## config.mk

```make
export PLATFORM = sky130hd
export DESIGN_NAME = x86_16_operand_field_decoder
export DESIGN_NICKNAME = d
export VERILOG_FILES = /design/src/rtl/x86ofd_pkg.sv /design/src/rtl/x86ofd_decode.sv /design/src/rtl/x86_16_operand_field_decoder.sv
export SDC_FILE = /design/constraint.sdc
export NUM_CORES = 1
export LEC_CHECK = 0
export ABC_AREA = 0
export BUFFER_PORTS_ARGS = -buffer_cell sky130_fd_sc_hd__clkbuf_2
export CAP_MARGIN = 20
export CORE_UTILIZATION = 30
export CTS_CLUSTER_SIZE = 30
export DETAILED_ROUTE_END_ITERATION = 10
export PLACE_DENSITY = 0.43
export SLEW_MARGIN = 20
export SYNTH_ARGS = -nofsm -noshare
export SYNTH_HDL_FRONTEND = slang
export SYNTH_SLANG_ARGS = --single-unit
export TNS_END_PERCENT = 50
```

## constraint.sdc

```tcl
create_clock -name clock -period 11.5 [get_ports clock]
set_input_delay 0.575 -clock clock [delete_from_list [all_inputs] [get_ports clock]]
set_output_delay 0.575 -clock clock [all_outputs]
set_load 0.01 [all_outputs]
```

## src/rtl/x86ofd_pkg.sv

```systemverilog
// Shared types, format codes and field helpers for the 8086 operand field decoder.
`default_nettype none
package x86ofd_pkg;

   typedef enum logic [2:0] {
      FMT_RM_REG  = 3'd0,
      FMT_RM_IMM  = 3'd1,
      FMT_REG_IMM = 3'd2,
      FMT_MEM_ACC = 3'd3,
      FMT_ACC_IMM = 3'd4
   } format_type;

   localparam logic [2:0] FMT_LAST_MODRM = 3'd1;
   localparam logic [2:0] FMT_LAST_VALID = 3'd4;
   localparam logic [1:0] MOD_NO_DISP    = 2'b00;
   localparam logic [1:0] MOD_DISP8      = 2'b01;
   localparam logic [1:0] MOD_DISP16     = 2'b10;
   localparam logic [2:0] RM_DIRECT      = 3'b110;
   localparam logic [2:0] MAX_COUNT      = 3'd5;

   typedef struct packed {
      logic [2:0]  count;
      logic [2:0]  fmt;
      logic        imm1;
      logic [7:0]  opcode;
      logic [7:0]  modrm;
      logic [15:0] disp;
      logic [7:0]  imm_low;
   } state_type;

   typedef struct packed {
      logic               width_bit;
      logic               direction_bit;
      logic [1:0]         mode;
      logic [2:0]         reg_mem;
      logic [2:0]         register_sel;
      logic [15:0]        immediate;
      logic [15:0]        direct_address;
      logic signed [15:0] displacement;
      logic [2:0]         length;
   } result_type;

   function automatic logic [1:0] disp_len(input logic [7:0] modrm);
      logic [1:0] len;
      case (modrm[7:6])
         MOD_NO_DISP: len = (modrm[2:0] == RM_DIRECT) ? 2'd2 : 2'd0;
         MOD_DISP8:   len = 2'd1;
         MOD_DISP16:  len = 2'd2;
         default:     len = 2'd0;
      endcase
      return len;
   endfunction

endpackage
`default_nettype wire

```

## src/rtl/x86ofd_decode.sv

```systemverilog
// Per-byte decode: next decoder state and the finished result for one instruction byte.
`default_nettype none
module x86ofd_decode (
   input  wire x86ofd_pkg::state_type  state_ff,
   input  wire [2:0]                   action,
   input  wire [7:0]                   byte_value,
   input  wire                         imm_one_byte,
   output x86ofd_pkg::state_type       state_in,
   output logic                        done,
   output x86ofd_pkg::result_type      result
);

   logic [1:0]  dl_old;
   logic [2:0]  dst;
   logic [1:0]  dl_new;
   logic        wbit;
   logic [1:0]  dlen;
   logic [1:0]  wl;
   logic [2:0]  total;
   logic [15:0] word;
   logic [15:0] disp;
   logic        has_modrm;

   always_comb begin
      state_in = state_ff;
      dl_old   = x86ofd_pkg::disp_len(state_ff.modrm);
      dst      = (state_ff.fmt <= x86ofd_pkg::FMT_LAST_MODRM) ? 3'd2 + {1'b0, dl_old} : 3'd1;
      if (state_ff.count == 3'd0) begin
         state_in.fmt    = action;
         state_in.imm1   = imm_one_byte;
         state_in.opcode = byte_value;
      end else if (state_ff.fmt <= x86ofd_pkg::FMT_LAST_MODRM && state_ff.count == 3'd1) begin
         state_in.modrm = byte_value;
      end else if (state_ff.fmt <= x86ofd_pkg::FMT_LAST_VALID) begin
         if (state_ff.fmt <= x86ofd_pkg::FMT_LAST_MODRM && state_ff.count >= 3'd2
             && state_ff.count < 3'd2 + {1'b0, dl_old}) begin
            if (state_ff.count == 3'd2) begin
               state_in.disp[7:0] = byte_value;
            end else begin
               state_in.disp[15:8] = byte_value;
            end
         end else if (state_ff.count == dst) begin
            state_in.imm_low = byte_value;
         end
      end

      has_modrm = state_in.fmt <= x86ofd_pkg::FMT_LAST_MODRM;
      dl_new    = x86ofd_pkg::disp_len(state_in.modrm);
      wbit      = (state_in.fmt == x86ofd_pkg::FMT_REG_IMM) ? state_in.opcode[3]
                                                             : state_in.opcode[0];
      dlen      = (!wbit || state_in.imm1) ? 2'd1 : 2'd2;
      case (state_in.fmt)
         x86ofd_pkg::FMT_RM_REG:  total = 3'd2 + {1'b0, dl_new};
         x86ofd_pkg::FMT_RM_IMM:  total = 3'd2 + {1'b0, dl_new} + {1'b0, dlen};
         x86ofd_pkg::FMT_REG_IMM: total = 3'd1 + {1'b0, dlen};
         x86ofd_pkg::FMT_MEM_ACC: total = state_in.opcode[0] ? 3'd3 : 3'd2;
         x86ofd_pkg::FMT_ACC_IMM: total = 3'd1 + {1'b0, dlen};
         default:                 total = 3'd1;
      endcase

      wl   = (state_in.fmt == x86ofd_pkg::FMT_MEM_ACC) ? (state_in.opcode[0] ? 2'd2 : 2'd1)
                                                       : dlen;
      word = (wl == 2'd1) ? {8'h00, state_in.imm_low} : {byte_value, state_in.imm_low};
      case (dl_new)
         2'd1:    disp = {{8{state_in.disp[7]}}, state_in.disp[7:0]};
         2'd2:    disp = state_in.disp;
         default: disp = 16'h0000;
      endcase

      done   = 1'b0;
      result = '0;
      if (state_ff.count == 3'd0 && state_in.fmt <= x86ofd_pkg::FMT_LAST_VALID) begin
         state_in.count = 3'd1;
      end else if ({1'b0, state_ff.count} + 4'd1 < {1'b0, total}) begin
         state_in.count = state_ff.count + 3'd1;
      end else begin
         state_in.count = 3'd0;
         done           = 1'b1;
         result.length  = total;
         if (state_in.fmt <= x86ofd_pkg::FMT_LAST_VALID) begin
            result.width_bit = wbit;
            if (has_modrm) begin
               result.mode         = state_in.modrm[7:6];
               result.reg_mem      = state_in.modrm[2:0];
               result.register_sel = state_in.modrm[5:3];
               result.displacement = disp;
               if (state_in.fmt == x86ofd_pkg::FMT_RM_REG) begin
                  result.direction_bit = state_in.opcode[1];
               end else begin
                  result.immediate = word;
               end
            end else if (state_in.fmt == x86ofd_pkg::FMT_REG_IMM) begin
               result.register_sel = state_in.opcode[2:0];
               result.immediate    = word;
            end else if (state_in.fmt == x86ofd_pkg::FMT_MEM_ACC) begin
               result.direct_address = word;
            end else begin
               result.immediate = word;
            end
         end
      end
   end

endmodule
`default_nettype wire

```

## src/rtl/x86_16_operand_field_decoder.sv

```systemverilog
// Top level of the 8086 operand field decoder: input register, decode state and result register.
`default_nettype none
// Takes one 8086 instruction byte per word, in fetch order, and can accept a new byte in every
// cycle. Each byte passes an input register, then the decode logic updates the per-instruction
// state and, on the instruction's last byte, loads one result word into the result register; a
// result is offered once its last byte has passed the input register and the decode. The format
// and immediate-size inputs are used on an instruction's first byte only; an undefined format
// gives a one-byte instruction at once. The input side stalls only while the result register is
// full and stalled.
module x86_16_operand_field_decoder (
   input  wire               clock,
   input  wire               reset,
   input  wire               req_valid,
   output logic              req_stall,
   input  wire [2:0]         req_action,
   input  wire [7:0]         req_byte_value,
   input  wire               req_imm_one_byte,
   output logic              rsp_valid,
   input  wire               rsp_stall,
   output logic              rsp_width_bit,
   output logic              rsp_direction_bit,
   output logic [1:0]        rsp_mode,
   output logic [2:0]        rsp_reg_mem,
   output logic [2:0]        rsp_register_sel,
   output logic [15:0]       rsp_immediate,
   output logic [15:0]       rsp_direct_address,
   output logic signed [15:0] rsp_displacement,
   output logic [2:0]        rsp_length
);

   logic                   in_valid_ff;
   logic [2:0]             in_action_ff;
   logic [7:0]             in_byte_ff;
   logic                   in_imm1_ff;
   x86ofd_pkg::state_type  state_ff;
   x86ofd_pkg::state_type  state_in;
   x86ofd_pkg::result_type result_in;
   x86ofd_pkg::result_type result_ff;
   logic                   rsp_valid_ff;
   logic                   done;
   logic                   out_free;
   logic                   advance;
   logic                   process;

   assign out_free  = !rsp_valid_ff || !rsp_stall;
   assign advance   = !in_valid_ff || out_free;
   assign process   = in_valid_ff && out_free;
   assign req_stall = !advance;

   x86ofd_decode u_decode (
      .state_ff     (state_ff),
      .action       (in_action_ff),
      .byte_value   (in_byte_ff),
      .imm_one_byte (in_imm1_ff),
      .state_in     (state_in),
      .done         (done),
      .result       (result_in)
   );

   always_ff @(posedge clock) begin
      if (reset) begin
         in_valid_ff    <= 1'b0;
         rsp_valid_ff   <= 1'b0;
         state_ff.count <= 3'd0;
         state_ff.fmt   <= 3'd0;
         state_ff.imm1  <= 1'b0;
      end else begin
         if (advance) begin
            in_valid_ff  <= req_valid;
            in_action_ff <= req_action;
            in_byte_ff   <= req_byte_value;
            in_imm1_ff   <= req_imm_one_byte;
         end
         if (process) begin
            state_ff <= state_in;
         end
         if (out_free) begin
            rsp_valid_ff <= process && done;
            result_ff    <= result_in;
         end
      end
   end

   assign rsp_valid          = rsp_valid_ff;
   assign rsp_width_bit      = result_ff.width_bit;
   assign rsp_direction_bit  = result_ff.direction_bit;
   assign rsp_mode           = result_ff.mode;
   assign rsp_reg_mem        = result_ff.reg_mem;
   assign rsp_register_sel   = result_ff.register_sel;
   assign rsp_immediate      = result_ff.immediate;
   assign rsp_direct_address = result_ff.direct_address;
   assign rsp_displacement   = result_ff.displacement;
   assign rsp_length         = result_ff.length;

   a_length_range: assert property (@(posedge clock) disable iff (reset)
      rsp_valid_ff |-> (rsp_length >= 3'd1 && rsp_length <= 3'd6))
      else $error("result length out of range");

   a_count_bound: assert property (@(posedge clock) disable iff (reset)
      state_ff.count <= x86ofd_pkg::MAX_COUNT)
      else $error("byte count beyond longest instruction");

   a_count_format: assert property (@(posedge clock) disable iff (reset)
      state_ff.count != 3'd0 |-> state_ff.fmt <= x86ofd_pkg::FMT_LAST_VALID)
      else $error("instruction in progress with undefined format");

   a_done_restart: assert property (@(posedge clock) disable iff (reset)
      (process && done) |=> (state_ff.count == 3'd0 && rsp_valid_ff))
      else $error("finished instruction did not restart decode");

endmodule
`default_nettype wire

```

[After elaboration in Yosys (flattened, before gate mapping)]
Cells that the tools add are included.
Storage, ports and cells
  register bits after elaboration: 122
  bits of input ports: 16
  output and inout port bits: 63
  word-level logic and storage cells: 116
Operators by class
  add/subtract/negate cells: 6
  $lt $le $gt $ge: 7
  equal/unequal tests: 16
  mux-type cells: 32
  bitwise operators: 5
  reduce and logical (&&, ||, !) cells: 28
Operators by type and width (count)
  $mux 16: 5
  $mux 24: 2
  $mux 8: 5
  $mux 32: 1
  $pmux 16 s2: 1
  $mux 19: 1
  $mux 12: 1
  $mux 3: 4
  $pmux 2 s3: 2
  $pmux 3 s4: 1
  $mux 2: 5
  $eq 3x2->1 const B: 3
  $eq 3x3->1 const B: 3
  $eq 2x1->1 const B: 4
  $add 2x2->3 const A: 2
  $eq 2x2->1 const B: 3
  $eq 3x1->1 const B: 2
  $le 3x1->1 const B: 2
  $le 3x3->1 const B: 2
  $logic_and 1x1->1: 6
  $logic_not 3->1: 2
  $reduce_and 2->1: 3
  $reduce_or 6->1: 1
  $logic_not 1->1: 5
  17 further kinds: 28

[Depth between registers and ports, before layout]
  depth after elaboration: 21
  gate-level depth with buffers: 25

[Cells and area by module]
A second synthesis with hierarchy kept.
Second synthesis, totals
  cells, all modules: 446
  area, all modules: 5738.0 um^2
Modules (own cells, without submodules)
  x86_16_operand_field_decoder: instances 1, cells each 154, area each 3806.2 um^2
  x86ofd_decode: instances 1, cells each 292, area each 1931.9 um^2

[Worst setup path before layout]
No wires, ideal clock.
  path type: flip-flop to flip-flop
  from: register, netlist name state_ff[44]
  to: register result_ff (netlist bit rsp_immediate[10]), data pin
  library setup time: 0.255 ns
  data arrival time: 4.949 ns
  required time: 11.245 ns
  path slack: 6.297 ns
  cell stages (with the launch flop): 25
  buffers on the path: 4
  period minus slack after synthesis: 5.203 ns
  cell sequence: dfxtp_1 > clkbuf_1 > inv_1 > ha_1 > buf_2 > nand2b_1 > clkbuf_1 > clkbuf_1 > mux2i_1 > mux2i_1 > nand2_1 > ha_1 > inv_1 > fa_1 > mux2i_1 > nor2_1 > o31ai_1 > and2_1 > ha_1 > a21oi_1 > nand4_1 > a2111o_1 > o221a_2 > and4_1 > and2_1
On the way
  longest elaborated chain between the ends: 13
  elaborated cells on any way between the ends: 42
  those cells by class: 4 x add/sub; 3 x order compare; 9 x eq/ne; 16 x mux; 1 x bitwise; 9 x reduce/logical
RTL lines
  parallel branches: the longest is 13 deep, another holds $lt 4x3->1
  end signal, assigned: RTL line x86_16_operand_field_decoder.sv:79  | result_ff <= result_in;
  end, declared: RTL line x86_16_operand_field_decoder.sv:38  | x86ofd_pkg::result_type result_ff;
Several ways; the timed one is not identified.
A chain may end at the register's enable or synchronous reset.

[Worst setup path in the final report]
  from: register, netlist name state_ff[44]
  to: register result_ff (netlist bit rsp_register_sel[0]), data pin
On the way
  longest elaborated chain between the ends: 12
  elaborated cells on any way between the ends: 36
  those cells by class: 4 x add/sub; 3 x order compare; 8 x eq/ne; 11 x mux; 1 x bitwise; 9 x reduce/logical
RTL lines
  $eq 3x1->1: RTL line x86ofd_decode.sv:32  | end else if (state_ff.fmt <= x86ofd_pkg::FMT_LAST_MODRM && state_ff.count == 3'd1) begin
  $logic_and 1x1->1: RTL line x86ofd_decode.sv:32
  $mux 8: RTL line x86ofd_decode.sv:32
  $mux 32: RTL line x86ofd_decode.sv:28  | if (state_ff.count == 3'd0) begin
  $eq 3x3->1: RTL line x86ofd_pkg.sv:46  | MOD_NO_DISP: len = (modrm[2:0] == RM_DIRECT) ? 2'd2 : 2'd0;
  $mux 2: RTL line x86ofd_pkg.sv:46
  $pmux 2 s3: RTL line x86ofd_pkg.sv:45  | case (modrm[7:6])
  $add 2x2->3: RTL line x86ofd_decode.sv:53, x86ofd_decode.sv:54
  $add 3x2->3: RTL line x86ofd_decode.sv:54  | x86ofd_pkg::FMT_RM_IMM: total = 3'd2 + {1'b0, dl_new} + {1'b0, dlen};
  $pmux 3 s4: RTL line x86ofd_decode.sv:52  | case (state_in.fmt)
  $lt 4x3->1: RTL line x86ofd_decode.sv:74  | end else if ({1'b0, state_ff.count} + 4'd1 < {1'b0, total}) begin
  $reduce_or 3->1 (no source line)
Several ways; a longest one is shown, not always the timed one.

==> impl_metrics.csv <==
group,metric,value,unit
clock_tree,numClockSinks,118,
synth,ys_ff_latch,118,
final_layout,fillerInstances,1720,
placed_design,place.gp.congestion,0.9090,
detailed_routing,dr.pass1.iters,5,
grt,antenna_found_initial,0,
final_layout,regArea,0.003453,sq mm
final_layout,area_delta_synth_final,21.62,%
critical_path,critPathRequiredTime,11.64,ns
pwr,seqPwrFrac,0.446,
synth,synth_area,0.005464,sq mm
pwr,internal_power,854.0,uW
placed_design,post-place-ws,5.500,ns
synth,syn_inst,428,
synth,synth_edf_count,109,
detailed_routing,drt_iter0_markers,224,
worst_hold_path,whs_path_depth,1,
clock_tree,clk_pin_slew,0.06,ns
critical_path,crit_fanout,20,
sta,tns,0,ns
critical_path,r2r_slack,5.44,ns
final_layout,nets,539,
pwr,clkPwrFrac,0.436,
final_layout,drive_gt1_frac,0.2811,
pwr,comb_power_share,0.117,
clock_tree,cts_setup_buffers,0,
floorplanning,die_w,137.0,um
synth,ys_seq_area_frac,0.6320,
final_layout,multi_input_area,0.001878,sq mm
sta,drv_slew,0,
floorplanning,die_y,137.0,um
pwr,p_per_area,171.5,mW/mm^2
sta,fin_skew,0.01079,ns
detailed_routing,via_count,3616,
placed_design,io_buffer_count,78,
sta,fin_ws,5.444,ns
critical_path,setup.worst_path.end_class,"flip-flop",
floorplanning,dieArea,0.01876,sq mm
final_layout,final_area,0.006645,sq mm
floorplanning,core,0.01754,sq mm
run,cap_violations,0,
grt,grt_max_degree,41,
synth,ys.flop_type,"edfxtp_1",
floorplanning,rows,48,
sta,worst_pin_slew,0.9511,ns
synth,avgSynthCellArea,12.77,sq um
sta,finalCritPeriodShare,0.5266,
critical_path,worst_setup_path_start_kind,"flip-flop",
sta,grt_setup_unrepaired,"no",
synth,synthTopCellsByArea,"edfxtp_1, mux2_2, mux2i_1",
sta,setup-violations-final,0,
worst_hold_path,hold_path.class,"in2reg",
detailed_routing,wirelength,13900,um
synth,synthDistinctLibCells,54,
pwr,p_leak,0.002615,uW
clock_tree,cts_resized,0,
sta,finalHoldViolCount,0,
synth,syn_nets,456,
detailed_routing,wl_per_cell,18.58,um
synth,synth_top_area_share,0.5990,
clock_tree,cts_made_buffers,17,
sta,holdWs,0.3404,ns
grt,grt_usage,0.1577,
grt,grt_pass1_vias,3553,
sta,layout_min_cycle_time,6.056,ns
detailed_routing,routed_via_density,4.834,
clock_tree,max-clock-path-buffers,2,
pwr,switching_share,0.2508,
clock_tree,htree_num_levels,4,
clock_tree,clock_latency,0.41,ns
detailed_routing,postRouteAntennaNets,0,
pwr,p_switching,285.8,uW
critical_path,r2r_cells,22,
sta,max_freq,165.1,MHz
synth,yosysTopAreaCell,"edfxtp_1",
outcome,status,"complete, no violations",
sta,maxSlewHeadroom,0.3611,
floorplanning,initial_core_util,0.3116,
clock_tree,ctsHoldBuffers,0,
placed_design,hpwlAfterDp,9461,um
detailed_routing,drc,0,
synth,yosysWarnings,0,
grt,grt_pass1_wl,21200,um
placed_design,dpl_cell_area,0.006095,sq mm
synth,async_reset_ff_frac,0,
clock_tree,cts_root_buf,"clkbuf_16",
final_layout,diodes,0,
pwr,peakVddDrop,0.1039,mV
critical_path,worstSetupPathType,"reg2reg",
grt,grt_overflow,0,
floorplanning,io_pins,79,
critical_path,cp.arrival,6.19,ns
clock_tree,cts_tree,"yes",
==> placed cells by master (no fill, tap or decap), types with 4 or more instances in the layout <==
cell,count
nor2_1,45
buf_4,4
mux2_2,29
dfxtp_1,9
nand3_1,8
nor2b_1,6
ha_1,11
inv_1,16
and3_1,10
edfxtp_1,109
mux2i_1,21
clkbuf_16,17
a211oi_1,4
and2_1,17
clkbuf_1,4
nand2_1,40
o21ai_0,11
a21oi_1,17
nor3_1,7
clkbuf_2,78
==> flip-flops by register name (all words and copies together), names as in the netlist <==
name / cells
rsp_length: 3
rsp_reg_mem: 3
rsp_mode: 2
in_valid_ff: 1
rsp_direction_bit: 1
rsp_width_bit: 1
rsp_direct_address: 16
rsp_displacement: 16
in_imm1_ff: 1
rsp_immediate: 16
rsp_register_sel: 3
in_byte_ff: 8
state_ff: 43
in_action_ff: 3
rsp_valid: 1
==> critical path: stages, from the launching register on <==
cell	delay, ns
dfxtp_1	0.42
inv_1	0.22
ha_1	0.36
nor2b_1	0.17
buf_4	0.29
mux2i_1	0.57
nand2_1	0.20
mux2i_1	0.18
nand2_1	0.15
ha_1	0.16
inv_1	0.05
fa_1	0.42
mux2i_1	0.17
nor2_1	0.05
o31ai_1	0.31
and2_1	0.20
ha_1	0.26
a21oi_1	0.23
nand4_1	0.13
a2111o_1	0.44
o221a_2	0.24
nand2_1	0.41
nor2_1	0.13
==> synth_stat cells (4+ instances only) <==
cell type  number
a211oi_1        4
a21oi_1        18
and2_1         17
and3_1         10
buf_2           8
clkbuf_1        8
dfxtp_1         9
edfxtp_1      109
ha_1           11
inv_1          16
mux2_2         29
mux2i_1        21
nand2_1        40
nand3_1         8
nor2_1         47
nor2b_1         6
nor3_1          7
o21ai_0        11
==> worst paths after layout <==
kind                                   from                                end
setup reg to reg  state_ff[44]$_SDFFE_PP0P_  rsp_register_sel[0]$_SDFFCE_PP0P_
hold / removal            req_byte_value[0]            in_byte_ff[0]$_DFFE_PP_
hold reg to reg   state_ff[40]$_SDFFE_PP0P_          state_ff[40]$_SDFFE_PP0P_
setup / recovery  state_ff[44]$_SDFFE_PP0P_  rsp_register_sel[0]$_SDFFCE_PP0P_
==> area by class of cell <==
type	count	area share
sequential	118	0.5197
multi-input combinational	275	0.2826
clock buffer	21	0.06628
timing repair buffer	82	0.06326
tap	225	0.04236
clock inverter	10	0.01619
inverter	17	0.009603
==> metal layers <==
layer	wire length [um]	track usage	share of wire
met5	0	0	0
met4	227	0.05617	0.016
met3	504	0.03741	0.036
met2	6296	0.2379	0.45
met1	6871	0.2192	0.49
==> per-stage QoR <==
| stage | cells | power, uW | util |
|---|---|---|---|
| after floorplan | 428 | 601.6 | - |
| after global placement | 717 | 651.9 | 0.3475 |
| after detailed placement | 717 | 651.7 | 0.3475 |
| after CTS | 748 | 1153 | 0.3788 |
| after global routing | 748 | 1189 | 0.3789 |
| final | 748 | 1140 | 0.3789 |
==> kinds of logic (layout without fill, tap and decap cells) <==
logic type,count (synthesis),count (layout),share of synthesized area
AND/OR/NAND/NOR,160,160,0.1484
flip-flops,118,118,0.6320
multiplexers,50,50,0.09824
AO/OA/AOI/OAI,49,49,0.05885
buffers and inverters,35,130,0.02725
adder cells (fa/ha/maj),12,12,0.02885
XOR/XNOR,4,4,0.006413
==> power by group through the flow <==
stage	sequential (uW)	combinational, uW	clock [uW]
global placement	518	134	0
CTS	509	134	510
floorplan	519	83.0	0
detailed placement	518	134	0
global route	511	148	529
finish	509	133	497
Note: power is estimated with default switching activity, not from simulation.
